<file path="src/rtl/rcbs_pkg.sv">
// shared types, constants and clamp helpers for the rgb cube scanner
`default_nettype none

package rcbs_pkg;

   localparam int unsigned LayerLeds  = 9;
   localparam int unsigned LayerCount = 3;
   localparam int unsigned CubeLeds   = LayerLeds * LayerCount;
   localparam int unsigned PhaseLast  = 44;

   localparam logic [5:0] PhasePlane1 = 6'd3;
   localparam logic [5:0] PhasePlane2 = 6'd9;
   localparam logic [5:0] PhasePlane3 = 6'd21;
   localparam logic [5:0] PhaseCount  = 6'd45;

   localparam logic OpWrite = 1'b0;
   localparam logic OpTick  = 1'b1;

   typedef logic [11:0] color_type;   // blue 11:8, green 7:4, red 3:0
   typedef color_type layer_row_type [LayerLeds];

   typedef struct packed {
      logic       en;
      logic [1:0] x;
      logic [1:0] y;
      logic [1:0] z;
      color_type  color;
   } wr_req_type;

   function automatic logic [1:0] clamp_coord(input logic signed [7:0] v);
      logic [1:0] r;
      if (v < 0) begin
         r = 2'd0;
      end else if (v > 8'sd2) begin
         r = 2'd2;
      end else begin
         r = v[1:0];
      end
      return r;
   endfunction

   function automatic logic [3:0] clamp_level(input logic signed [7:0] v);
      logic [3:0] r;
      if (v < 0) begin
         r = 4'd0;
      end else if (v > 8'sd15) begin
         r = 4'd15;
      end else begin
         r = v[3:0];
      end
      return r;
   endfunction

endpackage

`default_nettype wire

</file>
<file path="src/rtl/rgb_cube_bam_scan_top.sv">
// top level of the rgb cube frame store and bam layer scanner
//
// usage:
//   a request is taken at a rising edge with start high and busy low; busy
//   is always low, so a request may be issued every cycle.
//   req_op low writes one led colour: coordinates clamp to 0..2, levels to
//   0..15. no response follows a write.
//   req_op high is a scan tick: the 32-bit shift word for the current layer
//   appears on rsp_frame_word with rsp_valid high for exactly one cycle,
//   once the request has passed the input register and then the word register.
//   throughput is one request per cycle; a write is visible to any tick
//   issued after it, including the very next cycle.
//   the receiver cannot stall: each response must be taken in its cycle.
//   reset clears the colour store, the layer and phase counters and any
//   request in flight.
//   shifting the word out with a latch pulse is not part of this block.
`default_nettype none

module rgb_cube_bam_scan_top
   import rcbs_pkg::*;
(
   input  wire logic              clock,
   input  wire logic              reset,
   input  wire logic              start,
   output logic                   busy,
   input  wire logic              req_op,
   input  wire logic signed [7:0] req_pos_x,
   input  wire logic signed [7:0] req_pos_y,
   input  wire logic signed [7:0] req_pos_z,
   input  wire logic signed [7:0] req_red_level,
   input  wire logic signed [7:0] req_green_level,
   input  wire logic signed [7:0] req_blue_level,
   output logic                   rsp_valid,
   output logic [31:0]            rsp_frame_word
);

   logic              valid_ff;
   logic              op_ff;
   logic signed [7:0] x_ff, y_ff, z_ff, r_ff, g_ff, b_ff;
   logic              accept;
   wr_req_type        wr_req;
   layer_row_type     row;
   logic [1:0]        layer;
   logic              tick;

   assign busy   = 1'b0;
   assign accept = start && !busy;

   always_ff @(posedge clock) begin
      if (reset) begin
         valid_ff <= 1'b0;
      end else begin
         valid_ff <= accept;
      end
   end

   always_ff @(posedge clock) begin
      if (accept) begin
         op_ff <= req_op;
         x_ff  <= req_pos_x;
         y_ff  <= req_pos_y;
         z_ff  <= req_pos_z;
         r_ff  <= req_red_level;
         g_ff  <= req_green_level;
         b_ff  <= req_blue_level;
      end
   end

   always_comb begin
      wr_req.en    = valid_ff && (op_ff == OpWrite);
      wr_req.x     = clamp_coord(x_ff);
      wr_req.y     = clamp_coord(y_ff);
      wr_req.z     = clamp_coord(z_ff);
      wr_req.color = {clamp_level(b_ff), clamp_level(g_ff), clamp_level(r_ff)};
   end

   assign tick = valid_ff && (op_ff == OpTick);

   rcbs_store u_store (
      .clock    (clock),
      .reset    (reset),
      .wr_req   (wr_req),
      .rd_layer (layer),
      .rd_row   (row)
   );

   rcbs_scan u_scan (
      .clock      (clock),
      .reset      (reset),
      .tick       (tick),
      .row        (row),
      .layer      (layer),
      .word_valid (rsp_valid),
      .word       (rsp_frame_word)
   );

`ifndef SYNTHESIS
   a_tick_gives_rsp: assert property (@(posedge clock) disable iff (reset)
      (accept && req_op == OpTick) |=> ##1 rsp_valid)
      else $error("tick request gave no response");

   a_write_silent: assert property (@(posedge clock) disable iff (reset)
      (accept && req_op == OpWrite) |=> ##1 !rsp_valid)
      else $error("write request gave a response");

   a_layer_onehot: assert property (@(posedge clock) disable iff (reset)
      rsp_valid |-> $onehot(rsp_frame_word[31:29]))
      else $error("layer select not one-hot");
`endif

endmodule

`default_nettype wire

</file>
<file path="src/rtl/rcbs_store.sv">
// colour frame store: 27 leds of 12 bits, one write port, one layer read
`default_nettype none

module rcbs_store
   import rcbs_pkg::*;
(
   input  wire logic          clock,
   input  wire logic          reset,
   input  wire wr_req_type    wr_req,
   input  wire logic [1:0]    rd_layer,
   output layer_row_type      rd_row
);

   color_type store_ff [CubeLeds];
   logic [4:0] wr_idx;

   assign wr_idx = 5'({3'b000, wr_req.z} * 5'd9) + 5'({3'b000, wr_req.x})
                 + 5'({3'b000, wr_req.y} * 5'd3);

   always_ff @(posedge clock) begin
      if (reset) begin
         for (int i = 0; i < CubeLeds; i++) begin
            store_ff[i] <= '0;
         end
      end else if (wr_req.en) begin
         store_ff[wr_idx] <= wr_req.color;
      end
   end

   // layer three does not exist: its row reads as dark
   always_comb begin
      logic [4:0] base;
      base = 5'({3'b000, rd_layer} * 5'd9);
      for (int i = 0; i < LayerLeds; i++) begin
         if (rd_layer < 2'd3) begin
            rd_row[i] = store_ff[base + 5'(i)];
         end else begin
            rd_row[i] = '0;
         end
      end
   end

endmodule

`default_nettype wire

</file>
<file path="src/rtl/rcbs_scan.sv">
// layer and bam phase counters, bit plane select and shift word register
`default_nettype none

module rcbs_scan
   import rcbs_pkg::*;
(
   input  wire logic          clock,
   input  wire logic          reset,
   input  wire logic          tick,
   input  wire layer_row_type row,
   output logic [1:0]         layer,
   output logic               word_valid,
   output logic [31:0]        word
);

   logic [1:0]  layer_ff, layer_in;
   logic [5:0]  phase_ff, phase_in;
   logic        valid_ff;
   logic [31:0] word_ff, word_in;
   logic [1:0]  plane;
   logic        show;

   always_comb begin
      show = 1'b1;
      if (phase_ff < PhasePlane1) begin
         plane = 2'd0;
      end else if (phase_ff < PhasePlane2) begin
         plane = 2'd1;
      end else if (phase_ff < PhasePlane3) begin
         plane = 2'd2;
      end else if (phase_ff < PhaseCount) begin
         plane = 2'd3;
      end else begin
         plane = 2'd0;
         show  = 1'b0;
      end
   end

   always_comb begin
      word_in = '0;
      if (show) begin
         for (int i = 0; i < LayerLeds; i++) begin
            word_in[i]      = row[i][{2'b00, plane}];
            word_in[9 + i]  = row[i][4'd4 + {2'b00, plane}];
            word_in[18 + i] = row[i][4'd8 + {2'b00, plane}];
         end
      end
      unique case (layer_ff)
         2'd0:    word_in[31:29] = 3'b001;
         2'd1:    word_in[31:29] = 3'b010;
         2'd2:    word_in[31:29] = 3'b100;
         default: word_in[31:29] = 3'b000;
      endcase
      layer_in = (layer_ff >= 2'd2) ? 2'd0 : layer_ff + 2'd1;
      phase_in = (phase_ff >= 6'(PhaseLast)) ? 6'd0 : phase_ff + 6'd1;
   end

   always_ff @(posedge clock) begin
      if (reset) begin
         layer_ff <= '0;
         phase_ff <= '0;
         valid_ff <= 1'b0;
      end else begin
         valid_ff <= tick;
         if (tick) begin
            layer_ff <= layer_in;
            phase_ff <= phase_in;
         end
      end
   end

   always_ff @(posedge clock) begin
      if (tick) begin
         word_ff <= word_in;
      end
   end

   assign layer      = layer_ff;
   assign word_valid = valid_ff;
   assign word       = word_ff;

endmodule

`default_nettype wire
</file>
<file path="config.mk">
export PLATFORM = sky130hd
export DESIGN_NAME = rgb_cube_bam_scan_top
export DESIGN_NICKNAME = d
export VERILOG_FILES = /design/src/rtl/rcbs_pkg.sv /design/src/rtl/rgb_cube_bam_scan_top.sv /design/src/rtl/rcbs_store.sv /design/src/rtl/rcbs_scan.sv
export SDC_FILE = /design/constraint.sdc
export NUM_CORES = 1
export LEC_CHECK = 0
export BUFFER_PORTS_ARGS = -buffer_cell sky130_fd_sc_hd__buf_2
export CAP_MARGIN = 20
export CELL_PAD_IN_SITES_DETAIL_PLACEMENT = 1
export CELL_PAD_IN_SITES_GLOBAL_PLACEMENT = 1
export CORE_MARGIN = 8
export CORE_UTILIZATION = 30
export DETAILED_ROUTE_END_ITERATION = 8
export GPL_ROUTABILITY_DRIVEN = 0
export GPL_TIMING_DRIVEN = 0
export PLACE_DENSITY_LB_ADDON = 0.1
export REMOVE_ABC_BUFFERS = 1
export SLEW_MARGIN = 15
export SYNTH_ARGS = -nofsm -noshare
export SYNTH_HDL_FRONTEND = slang
export SYNTH_SLANG_ARGS = --single-unit
</file>
<file path="constraint.sdc">
create_clock -name clock -period 6.1 [get_ports clock]
set_input_delay 1.22 -clock clock [delete_from_list [all_inputs] [get_ports clock]]
set_output_delay 1.22 -clock clock [all_outputs]
set_load 0.02 [all_outputs]
</file>
==> summary.txt <==
Logic synthesis
  • Post-synthesis mux area share: 0.353
  • Simple-gate portion of the synthesized area: 0.0815
  • Async S/R FF share, synth: 0
  • Ys flop type: edfxtp_1
  • Complex-gate fraction of the synthesized area: 0.0403
  • Largest family of logic cells by synthesized area: multiplexers
  • Yosys warnings: 0
  • EDFF count, synth: 463
  • Synth Area in Adders: 0.00727
  • Synth area leaders: edfxtp_1 46%, mux4_2 30%, nor2_1 5.1%
  • Post-Synth XOR/XNOR Area: 0.00175
  • Cell taking the most area after synthesis: edfxtp_1
  • Sequential area share after synthesis: 0.471
  • Netlist cell types: 65
  • Avg Inst Size Synth: 14.7 um2
  • Mapped Area: 30,000 um2
  • Cells after Synth: 2,034
  • Yosys top cell area share: 0.464
  • FF+latch count, synth: 473

Timing
  • Max frequency: 169 MHz
  • Clock Skews: 20.7 ps
  • Worst hold margin: 502 ps
  • RSZ-0062 raised after global routing: yes
  • Least-Margin Pin Slew: 1150 ps
  • Slew HR: 0.232
  • Slew Limit Fails: 0
  • Final Critical Period: 5900 ps
  • PnR worst setup slack: 196 ps
  • Final Setup Violations: 0
  • Final hold vios: 0
  • Final Cycle Share: 0.968

Finish
  • Non-Filler Instances: 3,384
  • Synthesis-to-layout area growth: 14.3%
  • Share of layout cells above drive strength 1: 0.342
  • # nets final: 2,101
  • Antenna cells: 0
  • Commonest non-fill, non-tap cell in the layout: edfxtp_1
  • Final Cell Area: 34,200 um2
  • Most frequent cells in the layout: 463 x edfxtp_1, 401 x nor2_1, 399 x mux4_2, 110 x mux2i_1, 83 x buf_2

Detailed routing
  • DRC: 0
  • TritonRoute pass-1 iters: 5
  • Routed length per placed instance: 33.9 um
  • DRT Wirelength: 115,000 um
  • Via density: 5.87
  • Antenna viol nets, final: 0
  • DRT iter0 DRCs: 1,829
  • Total number of vias: 19,900

Placed design
  • Port Buffer Count: 82
  • Inst Count DP: 3,270
  • Post-Place Setup Slack: -355 ps
  • Area of placed instances: 32,100 um2
  • DP Wirelength: 85,000 um

Power and ir drop
  • Int Pwr: 6.37 mW
  • Lkg Pwr: 11.2 nW
  • Net Sw Power: 2.26 mW
  • Switching part of the total: 0.262
  • Flop pwr share: 0.438
  • Max IR drop VDD: 0.000327 V
  • Clock Power Share: 0.433
  • Pwr/cell area: 252 nW/um2
  • Combinational Power Share: 0.130

Clocking
  • Hold Buf Count CTS: 0
  • Worst-skew pair later-pin latency: 670 ps
  • CTS tree: yes
  • Htree depth: 2
  • Total CTS buffers: 60
  • Root Driver: clkbuf_16
  • Max Root-Sink Buffers: 3
  • Setup Fix Bufs, Post-CTS: 0
  • Sink Count: 473
  • Clock-pin slew on the worst setup and hold paths: 60 ps

Worst setup path
  • Startpoint class of the critical path: register
  • Crit path max fanout: 13
  • Crit end category: register
  • Cell Chain, Critical Path: nor4_1 > and4b_1 > inv_1 > fa_1 > inv_1 > fa_1 > inv_1 > fa_1 > o21ai_0 > inv_1 > o21ai_1 > nand2_1 > nand2_2
  • Buf/Inv on CP: 4
  • Critical path class: register to register
  • Most frequent cell on the critical path: inv_1
  • Crit path max-delay cell type: nand2_1
  • CP peak stage delay: 860 ps
  • CP arrival: 6200 ps
  • Crit path required time: 6390 ps
  • Largest delay share family, worst path: simple AND/OR/NAND/NOR gates

Floorplanning
  • # rows: 116
  • Die width: 332 um
  • Die H: 332 um
  • Top-Level Pins: 86
  • Total core area: 99,600 um2
  • Initial Utilization: 0.301
  • Area of the die: 110,000 um2

Global routing
  • Initial antenna violation count: 2
  • First-pass GRT wire length: 163,000 um
  • Pin count of the biggest net entering global routing: 54
  • Gr ovfl total: 0
  • GRT Util Overall: 0.204
  • Via count of the first global-routing pass: 20,700

Run
  • Max-cap violations: 0

Status
  • Status: completed

Worst hold path
  • Hold WC Path Type: register to register
-- synthesized netlist by cell type (all sizes together) (5+ instances only) --
library cell  count
edfxtp          463
mux4            410
nor2            404
buf             125
mux2i           110
nand2            97
clkbuf           76
o21ai            42
inv              29
nor3             27
a21oi            26
o211ai           25
a211oi           17
mux2             17
nor2b            13
o21bai           13
ha               11
dfxtp            10
or3              10
nand2b            9
a32oi             8
nand3             8
o22ai             8
a22oi             7
nor4              6
o21a              6
o31ai             5
-- cell type report --
cell class	instances	area [um2]
clock buffer	69	1560
clock inverter	45	477
fill	10300	65300
inverter	30	114
multi-input combinational	1332	14800
sequential	473	14100
tap	1298	1620
timing repair buffer	137	1560
-- final timing paths --
kind	to	slack, ps	from	depth (start not counted)
max	u_store.store_ff[20][5]	200	z_ff[5]	13
min reg2reg	u_scan.phase_ff[1]	500	u_scan.phase_ff[1]	2
max reg2reg	u_store.store_ff[20][5]	200	z_ff[5]	13
min	u_scan.phase_ff[1]	500	u_scan.phase_ff[1]	2
-- what timing repair did --
action,in CTS,in global routing
gates resized for setup,9,13
pin swaps,0,0
endpoints found under the setup margin,108,240
-- power by group through the flow --
stage	registers [mW]	logic, mW	clock network (mW)
after CTS	3.78	1.13	3.83
after detailed placement	3.85	1.13	0
after global routing	3.79	1.19	3.93
final	3.78	1.12	3.74
after floorplan	3.84	0.869	0
after global placement	3.89	1.28	0
-- registers in the layout, summed over array words and instances (netlist names) --
| name | flops |
|---|---|
| u_scan.word | 30 |
| valid_ff | 1 |
| u_scan.phase_ff | 6 |
| b_ff | 8 |
| u_store.store_ff | 384 |
| z_ff | 8 |
| u_scan.layer | 2 |
| x_ff | 8 |
| r_ff | 8 |
| op_ff | 1 |
| u_scan.word_valid | 1 |
| g_ff | 8 |
| y_ff | 8 |
-- tightest hold or removal path, stage by stage (launching register included) --
cell     delay, ps
dfxtp_1        340
nand2_1         60
a21oi_1         50
-- metrics by stage --
stage | setup TNS (ps) | utilization | power [mW]
after floorplan | -483740 | - | 4.71
after global placement | -864880 | 0.309 | 5.17
after detailed placement | -24950 | 0.323 | 4.97
after CTS | 0 | 0.344 | 8.74
after global routing | -16290 | 0.344 | 8.91
final | 0 | 0.344 | 8.63
-- cells by family after synthesis --
group / count (synthesis)
other: 1
muxes: 537
DFF: 473
adders and majority gates: 15
AOI/OAI and AO/OA: 176
buffers and inverters: 231
and+or+nand+nor: 595
xor gates and xnor gates: 6
-- metal layers --
layer / track usage / part of all wire / vias to the layer above
met2: 0.346 / 0.49 / 652
met4: 0.0669 / 0.034 / 0
li1: - / - / 8163
met3: 0.0250 / 0.044 / 153
met1: 0.272 / 0.43 / 10900
met5: 0 / 0 / -
No activity file was read; power rests on OpenSTA's default activity.
